<file path="src/rtl/core/lsifs_pkg.sv">
// ----------------------------------------------------------------------------
// lsifs_pkg
// Shared widths, operation and status codes, and cell control types for the
// bounded ordered list store.
// ----------------------------------------------------------------------------
package lsifs_pkg;

  localparam int OP_W           = 3;
  localparam int VAL_W          = 32;
  localparam int POS_W          = 5;
  localparam int STATUS_W       = 2;
  localparam int FPOS_W         = 4;
  localparam int CNT_OUT_W      = 5;
  localparam int CAPACITY_DEF   = 16;
  localparam int DATA_WIDTH_DEF = 32;

  typedef enum logic [OP_W-1:0] {
    OP_PUSH   = 3'd0,
    OP_INSERT = 3'd1,
    OP_POP    = 3'd2,
    OP_REMOVE = 3'd3,
    OP_CLEAR  = 3'd4,
    OP_FIND   = 3'd5,
    OP_SORT   = 3'd6
  } op_t;

  typedef enum logic [STATUS_W-1:0] {
    ST_OK    = 2'd0,
    ST_FULL  = 2'd1,
    ST_EMPTY = 2'd2,
    ST_RANGE = 2'd3
  } status_t;

  typedef enum logic [1:0] {
    CMD_HOLD,
    CMD_LOAD_VALUE,
    CMD_FROM_LEFT,
    CMD_FROM_RIGHT
  } cell_cmd_t;

  typedef struct packed {
    cell_cmd_t cmd;
    logic      descending;
  } cell_ctrl_t;

  typedef struct packed {
    logic match;      // entry equals the broadcast value
    logic order_bad;  // entry must move past its right neighbor
  } cell_stat_t;

endpackage

</file>
<file path="src/rtl/core/lsifs_in_if.sv">
// ----------------------------------------------------------------------------
// lsifs_in_if
// Request channel of the list store: operation, value, position and order.
// ----------------------------------------------------------------------------
interface lsifs_in_if;
  import lsifs_pkg::*;

  logic                    valid;
  logic                    ready;
  logic [OP_W-1:0]         operation;
  logic signed [VAL_W-1:0] value;
  logic [POS_W-1:0]        position;
  logic                    descending;

  modport source (output valid, operation, value, position, descending, input ready);
  modport sink   (input valid, operation, value, position, descending, output ready);
endinterface

</file>
<file path="src/rtl/core/lsifs_out_if.sv">
// ----------------------------------------------------------------------------
// lsifs_out_if
// Result channel of the list store: status, find outcome, count and empty flag.
// ----------------------------------------------------------------------------
interface lsifs_out_if;
  import lsifs_pkg::*;

  logic                 valid;
  logic                 ready;
  logic [STATUS_W-1:0]  status;
  logic                 found;
  logic [FPOS_W-1:0]    found_position;
  logic [CNT_OUT_W-1:0] count;
  logic                 is_empty;

  modport source (output valid, status, found, found_position, count, is_empty,
                  input ready);
  modport sink   (input valid, status, found, found_position, count, is_empty,
                  output ready);
endinterface

</file>
<file path="src/rtl/core/lsifs_cell.sv">
// ----------------------------------------------------------------------------
// lsifs_cell
// One list entry: loads the broadcast value or a neighbor's entry, compares
// against the broadcast value and against its right neighbor.
// ----------------------------------------------------------------------------
module lsifs_cell #(
  parameter int DATA_WIDTH = lsifs_pkg::DATA_WIDTH_DEF
) (
  input  logic                         clk,
  input  lsifs_pkg::cell_ctrl_t        ctrl,
  input  logic signed [DATA_WIDTH-1:0] value,
  input  logic signed [DATA_WIDTH-1:0] left_data,
  input  logic signed [DATA_WIDTH-1:0] right_data,
  output logic signed [DATA_WIDTH-1:0] data,
  output lsifs_pkg::cell_stat_t        stat
);
  import lsifs_pkg::*;

  logic signed [DATA_WIDTH-1:0] data_r;
  logic signed [DATA_WIDTH-1:0] data_nxt;

  always_comb begin
    case (ctrl.cmd)
      CMD_LOAD_VALUE: data_nxt = value;
      CMD_FROM_LEFT:  data_nxt = left_data;
      CMD_FROM_RIGHT: data_nxt = right_data;
      default:        data_nxt = data_r;
    endcase
  end

  always_ff @(posedge clk) begin
    data_r <= data_nxt;
  end

  assign data           = data_r;
  assign stat.match     = (data_r == value);
  assign stat.order_bad = ctrl.descending ? (data_r < right_data) : (data_r > right_data);

endmodule

</file>
<file path="src/rtl/core/list_store_insert_remove_find_sort.sv">
// ----------------------------------------------------------------------------
// list_store_insert_remove_find_sort
// Bounded ordered list of signed entries held in a chain of cells.
// ----------------------------------------------------------------------------
// Push, insert, pop, remove, clear, find and unused codes post their result in
// the cycle after they are taken: every cell shifts or loads in parallel, and
// find matches all cells at once into a priority encoder. A request can be
// taken in every cycle while the result register is free or being drained.
// Sort runs odd-even compare and exchange steps between neighboring cells, one
// step per cycle, as many as the list holds entries (up to CAPACITY), then
// posts its result; fewer than two entries need no steps. No request is taken
// while a sort runs. Reset clears count, state, phase, out_valid, not entries.
// ----------------------------------------------------------------------------
module list_store_insert_remove_find_sort #(
  parameter int CAPACITY   = lsifs_pkg::CAPACITY_DEF,
  parameter int DATA_WIDTH = lsifs_pkg::DATA_WIDTH_DEF
) (
  input logic       clk,
  input logic       rst_n,
  lsifs_in_if.sink  in_chan,
  lsifs_out_if.source out_chan
);
  import lsifs_pkg::*;

  localparam int CNT_W = $clog2(CAPACITY + 1);
  localparam int IDX_W = $clog2(CAPACITY);
  localparam int CMP_W = (POS_W > CNT_W) ? POS_W : CNT_W;

  typedef enum logic {S_RUN, S_SORT} state_t;

  state_t               state_r, state_nxt;
  logic [CNT_W-1:0]     count_r, count_nxt;
  logic [CNT_W-1:0]     phase_r, phase_nxt;
  logic                 desc_r, desc_nxt;
  logic                 out_valid_r, out_valid_nxt;
  status_t              status_r, status_nxt;
  logic                 found_r, found_nxt;
  logic [FPOS_W-1:0]    fpos_r, fpos_nxt;

  logic signed [DATA_WIDTH-1:0] data_q [CAPACITY];
  cell_ctrl_t                   ctrl   [CAPACITY];
  cell_stat_t                   stat   [CAPACITY];
  logic [CAPACITY-1:0]          hit;

  logic signed [DATA_WIDTH-1:0] val_ext;
  op_t                          op;
  logic                         in_fire;
  logic                         sort_step;
  logic                         sort_last;
  logic                         full;
  logic                         empty;
  logic [CMP_W-1:0]             pos_x;
  logic [CMP_W-1:0]             cnt_x;
  logic                         ok_push, ok_insert, ok_remove;
  logic [IDX_W+FPOS_W-1:0]      hit_idx_pad;
  logic [CNT_W+CNT_OUT_W-1:0]   count_pad;

  function automatic logic [IDX_W-1:0] lowest_hit(input logic [CAPACITY-1:0] v);
    logic [IDX_W-1:0] r;
    r = '0;
    for (int k = CAPACITY - 1; k >= 0; k--) begin
      if (v[k]) r = IDX_W'(k);
    end
    return r;
  endfunction

  assign op        = op_t'(in_chan.operation);
  assign val_ext   = DATA_WIDTH'(in_chan.value);
  assign in_chan.ready = (state_r == S_RUN) && (!out_valid_r || out_chan.ready);
  assign in_fire   = in_chan.valid && in_chan.ready;
  assign sort_step = (state_r == S_SORT);
  assign sort_last = sort_step && (phase_r == count_r - 1'b1);
  assign full      = (count_r == CNT_W'(CAPACITY));
  assign empty     = (count_r == '0);
  assign pos_x     = CMP_W'(in_chan.position);
  assign cnt_x     = CMP_W'(count_r);
  assign ok_push   = in_fire && (op == OP_PUSH) && !full;
  assign ok_insert = in_fire && (op == OP_INSERT) && !full && (pos_x <= cnt_x);
  assign ok_remove = in_fire && (op == OP_REMOVE) && !empty && (pos_x < cnt_x);

  // --- cell chain ---
  for (genvar gi = 0; gi < CAPACITY; gi++) begin : g_cell
    logic signed [DATA_WIDTH-1:0] left_d, right_d;
    logic                         lo_swap, hi_swap;

    if (gi > 0) begin : g_left
      assign left_d  = data_q[gi-1];
      assign hi_swap = sort_step && (1'(gi - 1) == phase_r[0]) &&
                       (CNT_W'(gi) < count_r) && stat[gi-1].order_bad;
    end else begin : g_no_left
      assign left_d  = '0;
      assign hi_swap = 1'b0;
    end

    if (gi < CAPACITY - 1) begin : g_right
      assign right_d = data_q[gi+1];
    end else begin : g_no_right
      assign right_d = '0;
    end

    assign lo_swap = sort_step && (1'(gi) == phase_r[0]) &&
                     (CNT_W'(gi + 1) < count_r) && stat[gi].order_bad;

    always_comb begin
      ctrl[gi].descending = desc_r;
      ctrl[gi].cmd        = CMD_HOLD;
      if (ok_push && (CNT_W'(gi) == count_r)) begin
        ctrl[gi].cmd = CMD_LOAD_VALUE;
      end else if (ok_insert && (CMP_W'(gi) == pos_x)) begin
        ctrl[gi].cmd = CMD_LOAD_VALUE;
      end else if (ok_insert && (CMP_W'(gi) > pos_x) && (CNT_W'(gi) <= count_r)) begin
        ctrl[gi].cmd = CMD_FROM_LEFT;
      end else if (ok_remove && (CMP_W'(gi) >= pos_x) && (CNT_W'(gi + 1) < count_r)) begin
        ctrl[gi].cmd = CMD_FROM_RIGHT;
      end else if (lo_swap) begin
        ctrl[gi].cmd = CMD_FROM_RIGHT;
      end else if (hi_swap) begin
        ctrl[gi].cmd = CMD_FROM_LEFT;
      end
    end

    assign hit[gi] = stat[gi].match && (CNT_W'(gi) < count_r);

    lsifs_cell #(.DATA_WIDTH(DATA_WIDTH)) u_cell (
      .clk        (clk),
      .ctrl       (ctrl[gi]),
      .value      (val_ext),
      .left_data  (left_d),
      .right_data (right_d),
      .data       (data_q[gi]),
      .stat       (stat[gi])
    );
  end

  assign hit_idx_pad = {{FPOS_W{1'b0}}, lowest_hit(hit)};

  // --- control and result ---
  always_comb begin
    state_nxt     = state_r;
    count_nxt     = count_r;
    phase_nxt     = phase_r;
    desc_nxt      = desc_r;
    out_valid_nxt = out_valid_r;
    status_nxt    = status_r;
    found_nxt     = found_r;
    fpos_nxt      = fpos_r;

    if (out_valid_r && out_chan.ready) out_valid_nxt = 1'b0;

    if (in_fire) begin
      status_nxt    = ST_OK;
      found_nxt     = 1'b0;
      fpos_nxt      = '0;
      out_valid_nxt = 1'b1;
      case (op)
        OP_PUSH: begin
          if (full) status_nxt = ST_FULL;
          else      count_nxt  = count_r + 1'b1;
        end
        OP_INSERT: begin
          if (full)               status_nxt = ST_FULL;
          else if (pos_x > cnt_x) status_nxt = ST_RANGE;
          else                    count_nxt  = count_r + 1'b1;
        end
        OP_POP: begin
          if (empty) status_nxt = ST_EMPTY;
          else       count_nxt  = count_r - 1'b1;
        end
        OP_REMOVE: begin
          if (empty)               status_nxt = ST_EMPTY;
          else if (pos_x >= cnt_x) status_nxt = ST_RANGE;
          else                     count_nxt  = count_r - 1'b1;
        end
        OP_CLEAR: count_nxt = '0;
        OP_FIND: begin
          found_nxt = |hit;
          if (|hit) fpos_nxt = hit_idx_pad[FPOS_W-1:0];
        end
        OP_SORT: begin
          desc_nxt = in_chan.descending;
          // hold the result until the last exchange step
          if (count_r > CNT_W'(1)) begin
            state_nxt     = S_SORT;
            phase_nxt     = '0;
            out_valid_nxt = 1'b0;
          end
        end
        default: ;
      endcase
    end else if (sort_step) begin
      phase_nxt = phase_r + 1'b1;
      if (sort_last) begin
        state_nxt     = S_RUN;
        out_valid_nxt = 1'b1;
        status_nxt    = ST_OK;
        found_nxt     = 1'b0;
        fpos_nxt      = '0;
      end
    end
  end

  always_ff @(posedge clk) begin
    if (!rst_n) begin
      state_r     <= S_RUN;
      count_r     <= '0;
      phase_r     <= '0;
      out_valid_r <= 1'b0;
    end else begin
      state_r     <= state_nxt;
      count_r     <= count_nxt;
      phase_r     <= phase_nxt;
      out_valid_r <= out_valid_nxt;
    end
    desc_r   <= desc_nxt;
    status_r <= status_nxt;
    found_r  <= found_nxt;
    fpos_r   <= fpos_nxt;
  end

  assign count_pad               = {{CNT_OUT_W{1'b0}}, count_r};
  assign out_chan.valid          = out_valid_r;
  assign out_chan.status         = status_r;
  assign out_chan.found          = found_r;
  assign out_chan.found_position = fpos_r;
  assign out_chan.count          = count_pad[CNT_OUT_W-1:0];
  assign out_chan.is_empty       = empty;

  // --- assertions ---
  a_count_bound: assert property (@(posedge clk) disable iff (!rst_n)
    count_r <= CNT_W'(CAPACITY))
    else $error("entry count above capacity");

  a_no_req_in_sort: assert property (@(posedge clk) disable iff (!rst_n)
    (state_r == S_SORT) |-> (!in_chan.ready && !out_valid_r))
    else $error("request taken or result shown during sort");

  a_single_cycle_result: assert property (@(posedge clk) disable iff (!rst_n)
    (in_fire && (op != OP_SORT)) |=> out_valid_r)
    else $error("result missing after single-cycle request");

  a_sort_finish: assert property (@(posedge clk) disable iff (!rst_n)
    sort_last |=> (state_r == S_RUN) && out_valid_r)
    else $error("sort did not post its result");

endmodule
</file>
<file path="src/flat_wrapper.sv">
// flat-port wrapper written by rule: the top's interface ports become plain ports
module list_store_insert_remove_find_sort_flat import lsifs_pkg::*;
#(
  parameter int CAPACITY   = lsifs_pkg::CAPACITY_DEF,
  parameter int DATA_WIDTH = lsifs_pkg::DATA_WIDTH_DEF
)
  (clk, rst_n, in_chan_valid, in_chan_operation, in_chan_value, in_chan_position, in_chan_descending, in_chan_ready, out_chan_valid, out_chan_status, out_chan_found, out_chan_found_position, out_chan_count, out_chan_is_empty, out_chan_ready);
  lsifs_in_if in_chan_i ();
  lsifs_out_if out_chan_i ();
  input logic clk;
  input logic rst_n;
  input wire logic [$bits(in_chan_i.valid)-1:0] in_chan_valid;
  input wire logic [$bits(in_chan_i.operation)-1:0] in_chan_operation;
  input wire logic [$bits(in_chan_i.value)-1:0] in_chan_value;
  input wire logic [$bits(in_chan_i.position)-1:0] in_chan_position;
  input wire logic [$bits(in_chan_i.descending)-1:0] in_chan_descending;
  output wire logic [$bits(in_chan_i.ready)-1:0] in_chan_ready;
  output wire logic [$bits(out_chan_i.valid)-1:0] out_chan_valid;
  output wire logic [$bits(out_chan_i.status)-1:0] out_chan_status;
  output wire logic [$bits(out_chan_i.found)-1:0] out_chan_found;
  output wire logic [$bits(out_chan_i.found_position)-1:0] out_chan_found_position;
  output wire logic [$bits(out_chan_i.count)-1:0] out_chan_count;
  output wire logic [$bits(out_chan_i.is_empty)-1:0] out_chan_is_empty;
  input wire logic [$bits(out_chan_i.ready)-1:0] out_chan_ready;
  assign in_chan_i.valid = in_chan_valid;
  assign in_chan_i.operation = in_chan_operation;
  assign in_chan_i.value = in_chan_value;
  assign in_chan_i.position = in_chan_position;
  assign in_chan_i.descending = in_chan_descending;
  assign in_chan_ready = in_chan_i.ready;
  assign out_chan_valid = out_chan_i.valid;
  assign out_chan_status = out_chan_i.status;
  assign out_chan_found = out_chan_i.found;
  assign out_chan_found_position = out_chan_i.found_position;
  assign out_chan_count = out_chan_i.count;
  assign out_chan_is_empty = out_chan_i.is_empty;
  assign out_chan_i.ready = out_chan_ready;
  list_store_insert_remove_find_sort #(.CAPACITY(CAPACITY), .DATA_WIDTH(DATA_WIDTH)) u_core (.clk(clk), .rst_n(rst_n), .in_chan(in_chan_i), .out_chan(out_chan_i));
endmodule
</file>
<file path="config.mk">
export PLATFORM = sky130hd
export DESIGN_NAME = list_store_insert_remove_find_sort_flat
export DESIGN_NICKNAME = d
export VERILOG_FILES = /design/src/rtl/core/lsifs_pkg.sv /design/src/rtl/core/lsifs_in_if.sv /design/src/rtl/core/lsifs_out_if.sv /design/src/rtl/core/lsifs_cell.sv /design/src/rtl/core/list_store_insert_remove_find_sort.sv /design/src/flat_wrapper.sv
export SDC_FILE = /design/constraint.sdc
export NUM_CORES = 2
export LEC_CHECK = 0
export ABC_CLOCK_PERIOD_IN_PS = 6400
export BUFFER_PORTS_ARGS = -buffer_cell sky130_fd_sc_hd__buf_4
export CAP_MARGIN = 10
export CORE_MARGIN = 4
export CORE_UTILIZATION = 65
export DETAILED_ROUTE_END_ITERATION = 16
export PLACE_DENSITY = 0.82
export SLEW_MARGIN = 10
export SYNTH_ARGS = -nofsm -noshare
export SYNTH_HDL_FRONTEND = slang
export SYNTH_HIERARCHICAL = 1
export SYNTH_SLANG_ARGS = --single-unit
</file>
<file path="constraint.sdc">
create_clock -name clk -period 6.4 [get_ports clk]
set_clock_uncertainty 0.05 [all_clocks]
set_input_delay 0.32 -clock clk [delete_from_list [all_inputs] [get_ports clk]]
set_output_delay 0.32 -clock clk [all_outputs]
set_load 0.01 [all_outputs]
</file>
Word level (Yosys, flattened, before mapping)
Cells that the tools add are included.
Widths: inputs -> output; s select.
{"block": "word_totals", "ff_bits": 532, "inputBits": 45, "out_inout_bits": 15, "elab_cells": 615}
{"block": "op_classes", "n_reduce_logical": 190, "n_lt_le_gt_ge": 102, "n_eq_ne": 110, "muxes": 184, "bitwise": 2, "addsub": 3}
{"cell": "$pmux 32 s3", "n": 16}
{"cell": "$eq 32x32->1", "n": 16}
{"cell": "$gt 32x32->1", "n": 15}
{"cell": "$lt 32x32->1", "n": 15}
{"cell": "$mux 2", "n": 103}
{"cell": "$logic_and 1x1->1", "n": 158}
{"cell": "$mux 4", "n": 21}
{"cell": "$eq 4x5->1 const A", "n": 16}
{"cell": "$eq 2x2->1 const B", "n": 32}
{"cell": "$mux 5", "n": 10}
{"cell": "$reduce_bool 3->1", "n": 16}
{"cell": "$eq 3x5->1 const A", "n": 8}
{"cell": "$ge 4x5->1 const A", "n": 8}
{"cell": "$gt 4x5->1 const A", "n": 8}
{"cell": "$le 4x5->1 const A", "n": 8}
{"cell": "$lt 4x5->1 const A", "n": 8}
{"cell": "$eq 2x1->1 const B", "n": 16}
{"cell": "$gt 32x1->1 const B", "n": 1}
{"cell": "$lt 32x1->1 const B", "n": 1}
{"cell": "$mux 1", "n": 32}
{"cell": "$pmux 5 s5", "n": 1}
{"cell": "$eq 2x5->1 const A", "n": 4}
{"cell": "$ge 3x5->1 const A", "n": 4}
{"cell": "$gt 3x5->1 const A", "n": 4}
{"cell": "37 further kinds", "n": 70}

Logic depth before layout (Yosys ltp)
{"block": "logic_depth", "word_depth": 21, "ltp_mapped": 16, "depth_no_buf": 14}

Cells and area by module
Netlist, hierarchy kept.
{"module": "lsifs_cell", "cells_per_inst": 303, "area_per_inst_um2": 2840.2, "n_inst": 16}
{"module": "list_store_insert_remove_find_sort", "cells_per_inst": 422, "area_per_inst_um2": 2915.3, "n_inst": 1}

Worst setup path after synthesis
No wires, ideal clock.
{"block": "synth_timing", "kind": "register to register", "startpoint": "register u_core.count_r[1] (netlist: u_core/out_chan.count[1])", "endpoint": "register u_core.g_cell[1].u_cell.data_r[0], enable pin", "required_ns": 5.975, "slack_ns": 2.048, "setup_ns": 0.375, "period_less_slack_ns": 4.352, "arrival_ns": 3.927, "path_stages_with_launch": 15, "path_cell_list": "dfxtp_1 -> buf_6 -> clkbuf_1 -> inv_1 -> ha_1 -> nor2b_1 -> o21ai_1 -> a21boi_4 -> or2_1 -> buf_2 -> or3_4 -> o221ai_1 -> clkbuf_1 -> clkbuf_1 -> or2_2"}
{"item": "start: declaration", "line_no": "list_store_insert_remove_find_sort.sv:32", "rtl": "logic [CNT_W-1:0] count_r, count_nxt;"}
{"item": "start signal: assignment", "line_no": "list_store_insert_remove_find_sort.sv:210", "rtl": "count_r <= count_nxt;"}
{"item": "end signal: assignment", "line_no": "lsifs_cell.sv:32", "rtl": "data_r <= data_nxt;"}
{"item": "end: declaration", "line_no": "lsifs_cell.sv:19", "rtl": "logic signed [DATA_WIDTH-1:0] data_r;"}

==> reports/qor_table.md <==
| Step | Quantity | Reported |
|---|---|---|
| die | Standard-cell rows | 99 |
| die | Placeable core region | 73330 sq um |
| cells and area | Synth-to-layout area growth | 7.721% |
| global route | Global-route congestion overflow total | 0 |
| clock tree | Count of buffers added by post-CTS timing repair for setup | 0 |
| pwr | Total power per unit cell area | 159.1 nW/um^2 |
| clock tree | Clock tree from TritonCTS | built |
| drt | Vias per cell | 6.759 |
| synth | Simple-gate area share of the yosys netlist | 0.1365 |
| drt | Number of optimization iterations in the first detailed-route pass | 9 |
| drt | Initial DRC count | 6530 |
| die | Horizontal die dimension | 280.8 um |
| global route | Pin count of the biggest net entering global routing | 66 |
| timing | Max-slew headroom at the worst pin | 0.3813 |
| job | Max-cap violations | 0 |
| cells and area | Core occupancy in the finished layout | 0.7104 |
| critical path | Slowest cell delay on critical path | 0.86 ns |
| die | Vertical die dimension | 280.8 um |
| critical path | Terminus of the critical flop-to-flop path | u_core/g_cell[13].u_cell/data[14] |
| critical path | Arrival time of the worst setup path | 5.22 ns |
| synth | Number of library cell types mapped by synthesis | 83 |
| clock tree | Clock transition at the registers of the reported paths | 0.06 ns |
| synth | Synth async-reset ratio | 0 |
| pwr | Design Power | 0.008288 W |
| timing | Final cycle utilization of the critical path | 0.7868 |
| critical path | Total buffers and inverters traversed by the critical path | 2 |
| critical path | Worst Setup SP | u_core/out_chan.count[4] |
| timing | Slew at the pin with the worst max-slew slack | 0.9196 ns |
| synth | Number of instances in the synthesized netlist | 5270 |
| critical path | Critical-path cell list | inv_1 > ha_1 > and3_1 > o21ai_1 > nand4_1 > o21ai_0 > nand2_1 > nand3_2 > buf_4 > or2_2 |
| synth | Share of synthesized area occupied by flip-flops and latches | 0.3279 |
| place | Final HPWL from detailed placement | 116600 um |
| drt | Post-route DRC violation count | 0 |
| timing | Final Critical Period | 5.035 ns |
| pwr | Worst-case vdd ir drop | 0.2296 mV |
| drt | Average wire length per cell after detail routing | 26.14 um |
| synth | Fraction of synthesized area in multiplexers | 0.1060 |
| drt | Wire length after detailed routing | 165900 um |
| pwr | Leakage Power | 21.27 nW |
| critical path | Kind of critical path | reg -> reg |
| synth | Number of synthesized flops with an enable pin | 520 |
| synth | Area of the mapped netlist | 48360 sq um |
| timing | Fin. max-slew vios | 0 |
| synth | XOR/XNOR share of the synthesized area | 0.09400 |
| timing | Worst hold-check slack | 0.03971 ns |
| synth | Mean area per synthesized cell | 9.176 sq um |
| timing | Unrepaired setup endpoints after global routing | no |
| clock tree | Number of gates given a new drive strength after cts | 0 |
| synth | Adder and majority cell fraction of the synthesized area | 0.1353 |
| synth | Post-synth top area cell | sky130_fd_sc_hd__edfxtp_1 |
| synth | Total number of yosys warnings | 6 |
| clock tree | Hold_buf cts | 3 |
| global route | Vias in the first global route | 41.57k |
| drt | Routed Antenna Nets | 0 |
| global route | Global-route wire length before repair | 246800 um |
| place | Post-Place Cells | 6229 |
| critical path | Critical Path Slowest Stage Cell | sky130_fd_sc_hd__dfxtp_1 |
| global route | Antenna violations before repair | 6 |
| die | Number of I/O pins | 60 |
| critical path | Worst-case reg-to-reg path depth | 10 |
| critical path | FF-to-FF Start | u_core/out_chan.count[4] |
| timing | Fmax achieved | 0.1986 GHz |
| cells and area | Fraction of final layout cells with drive strength greater than 1 | 0.07187 |
| synth | Fraction of the mapped netlist area in compound gates | 0.1410 |
| synth | Ranking of synthesized cells by area | sky130_fd_sc_hd__edfxtp_1 32%, sky130_fd_sc_hd__ha_1 14%, sky130_fd_sc_hd__mux2i_1 11%, sky130_fd_sc_hd__xor2_1 9.3%, sky130_fd_sc_hd__a21oi_1 7.9% |
| synth | Combinational family with the most area after synthesis | compound AO/OA/AOI/OAI gates |
| critical path | Cell family with most CP delay | simple AND/OR/NAND/NOR gates |
| worst hold path | Hold path startpoint | in_chan_operation[2] |
| critical path | Internal reg-to-reg setup slack | 1.36 ns |
| synth | Number of register bits inferred by synthesis | 532 |
| global route | Total track usage | 0.4068 |
| clock tree | CTS sink count | 532 |
| die | Die Footprint | 78830 sq um |
| cells and area | Post-Layout Cell Count | 6346 |
| cells and area | Final Net Count | 5909 |
| place | RePlAce Congestion | 0.9782 |
| timing | Setup-violating endpoint count in the final report | 0 |
| clock tree | Skew-Pair Late Insertion Delay | 0.62 ns |
| synth | Yosys top cell area share | 0.3229 |
| worst hold path | Worst-case hold path end point | u_core/out_chan.status[1] |
| synth | Most common flop cell mapped by yosys | sky130_fd_sc_hd__edfxtp_1 |
| worst hold path | Hold WC Path Type | in -> reg |
| critical path | Max FO, Critical Path | 65 |
| clock tree | Clock Tree Root | sky130_fd_sc_hd__clkbuf_16 |
| clock tree | CTS H-Tree Depth | 3 |
| critical path | Kind of launch point of the worst setup path | flip-flop |
| critical path | Critical path data required time | 6.59 ns |
| drt | Via count of the routed design | 42.89k |
| run status | Status | complete, no violations |
| critical path | Endpoint type of the worst setup path | flip-flop |
| cells and area | FILL cells | 5463 |
| worst hold path | Instance count along the most critical hold path | 2 |
| clock tree | Maximum root-to-sink buffer count | 3 |
| clock tree | CTS Buf Count | 66 |
| timing | Final total negative setup slack | 0 ns |
| die | Effective utilization at floorplan | 0.6595 |
| place | Port Buffers | 59 |
| timing | Final number of hold-violating endpoints | 0 |
## cells in the mapped netlist, drive strengths merged, types with 122 or more instances
| cell | count |
|---|---|
| nor4 | 148 |
| o21ai | 122 |
| mux2i | 512 |
| ha | 523 |
| nor2 | 603 |
| xor2 | 514 |
| edfxtp | 520 |
| nand4 | 146 |
| nand2 | 156 |
| clkbuf | 147 |
| inv | 539 |
| a21oi | 782 |
## worst max-delay path by stage
stage                                                    to  slack, ns  cells past startpoint
after global placement     u_core/g_cell[2].u_cell/data[13]       1.63                     11
after floorplan             u_core/g_cell[1].u_cell/data[0]       2.05                     14
after detailed placement   u_core/g_cell[2].u_cell/data[11]       1.53                     11
final                     u_core/g_cell[13].u_cell/data[14]       1.36                     10
after CTS                   u_core/g_cell[2].u_cell/data[2]       1.51                     11
after global routing      u_core/g_cell[13].u_cell/data[24]       1.09                     10
## flip-flops by register name (all words and copies together), names as in the netlist
| register | flops |
|---|---|
| u_core/g_cell.u_cell/data | 512 |
| u_core/out_chan.count | 5 |
| u_core/phase_r | 5 |
| u_core/out_chan.found_position | 4 |
| u_core/out_chan.status | 2 |
| u_core/desc_r | 1 |
| u_core/out_chan.found | 1 |
| u_core/out_chan.valid | 1 |
| u_core/sort_step | 1 |
## logic make-up after synthesis
| family | Yosys count |
|---|---|
| and+or+nand+nor | 1285 |
| AOI/OAI and AO/OA | 1150 |
| buffers and inverters | 748 |
| DFF | 532 |
| adders and majority gates | 523 |
| xor gates and xnor gates | 519 |
| muxes | 512 |
| other | 1 |
## per-layer routing
layer  wire length [um]  vias to the layer above  global-route usage
met3              19260                      915             0.09719
met5                 69                        -                   0
met2              75340                     3117              0.6509
li1                   -                    19140                   -
met1              58790                    19710              0.4914
met4              12430                       10              0.2690
## layout by cell type, fill, tap and decap left out, types with 20 or more instances in the layout
cell type and n:
sky130_fd_sc_hd__xor2_1 514, sky130_fd_sc_hd__edfxtp_1 520, sky130_fd_sc_hd__a21o_1 37, sky130_fd_sc_hd__nand4_1 130
sky130_fd_sc_hd__or2_2 20, sky130_fd_sc_hd__nor3_1 24, sky130_fd_sc_hd__nor2_1 603, sky130_fd_sc_hd__nor4_1 131
sky130_fd_sc_hd__nor2b_1 25, sky130_fd_sc_hd__a21oi_1 765, sky130_fd_sc_hd__nand2_1 156, sky130_fd_sc_hd__o21ai_1 36
sky130_fd_sc_hd__conb_1 96, sky130_fd_sc_hd__ha_1 523, sky130_fd_sc_hd__nand3_1 60, sky130_fd_sc_hd__buf_4 114
sky130_fd_sc_hd__inv_1 539, sky130_fd_sc_hd__o21ai_0 79, sky130_fd_sc_hd__clkbuf_16 67, sky130_fd_sc_hd__mux2i_1 512
sky130_fd_sc_hd__a211oi_1 22, sky130_fd_sc_hd__o211ai_1 32
## where the power goes
group          switching [W]  total, W  internal [W]
combinational       0.000556  0.000812      0.000256
sequential         0.0000278   0.00387       0.00384
clock                0.00158   0.00361       0.00203
total                0.00216   0.00829       0.00613
## area by class of cell
cell class | count | area (sq um) | share of cell area
Antenna cell | 2 | 5.005 | 0.00009608
Clock buffer | 77 | 1714 | 0.03291
Clock inverter | 35 | 256.5 | 0.004924
Inverter | 539 | 2023 | 0.03884
Multi-Input combinational cell | 4085 | 30150 | 0.5788
Sequential cell | 532 | 15860 | 0.3044
Tap cell | 959 | 1200 | 0.02303
Timing Repair Buffer | 117 | 885.9 | 0.01701
## metrics by stage
step,setup slack (ns),instance area [sq um]
detailed placement,1.534,50090
CTS,1.512,52090
floorplan,2.048,48720
finish,1.365,52090
global placement,1.626,50090
global route,1.093,52090
No activity file was read; power rests on OpenSTA's default activity.
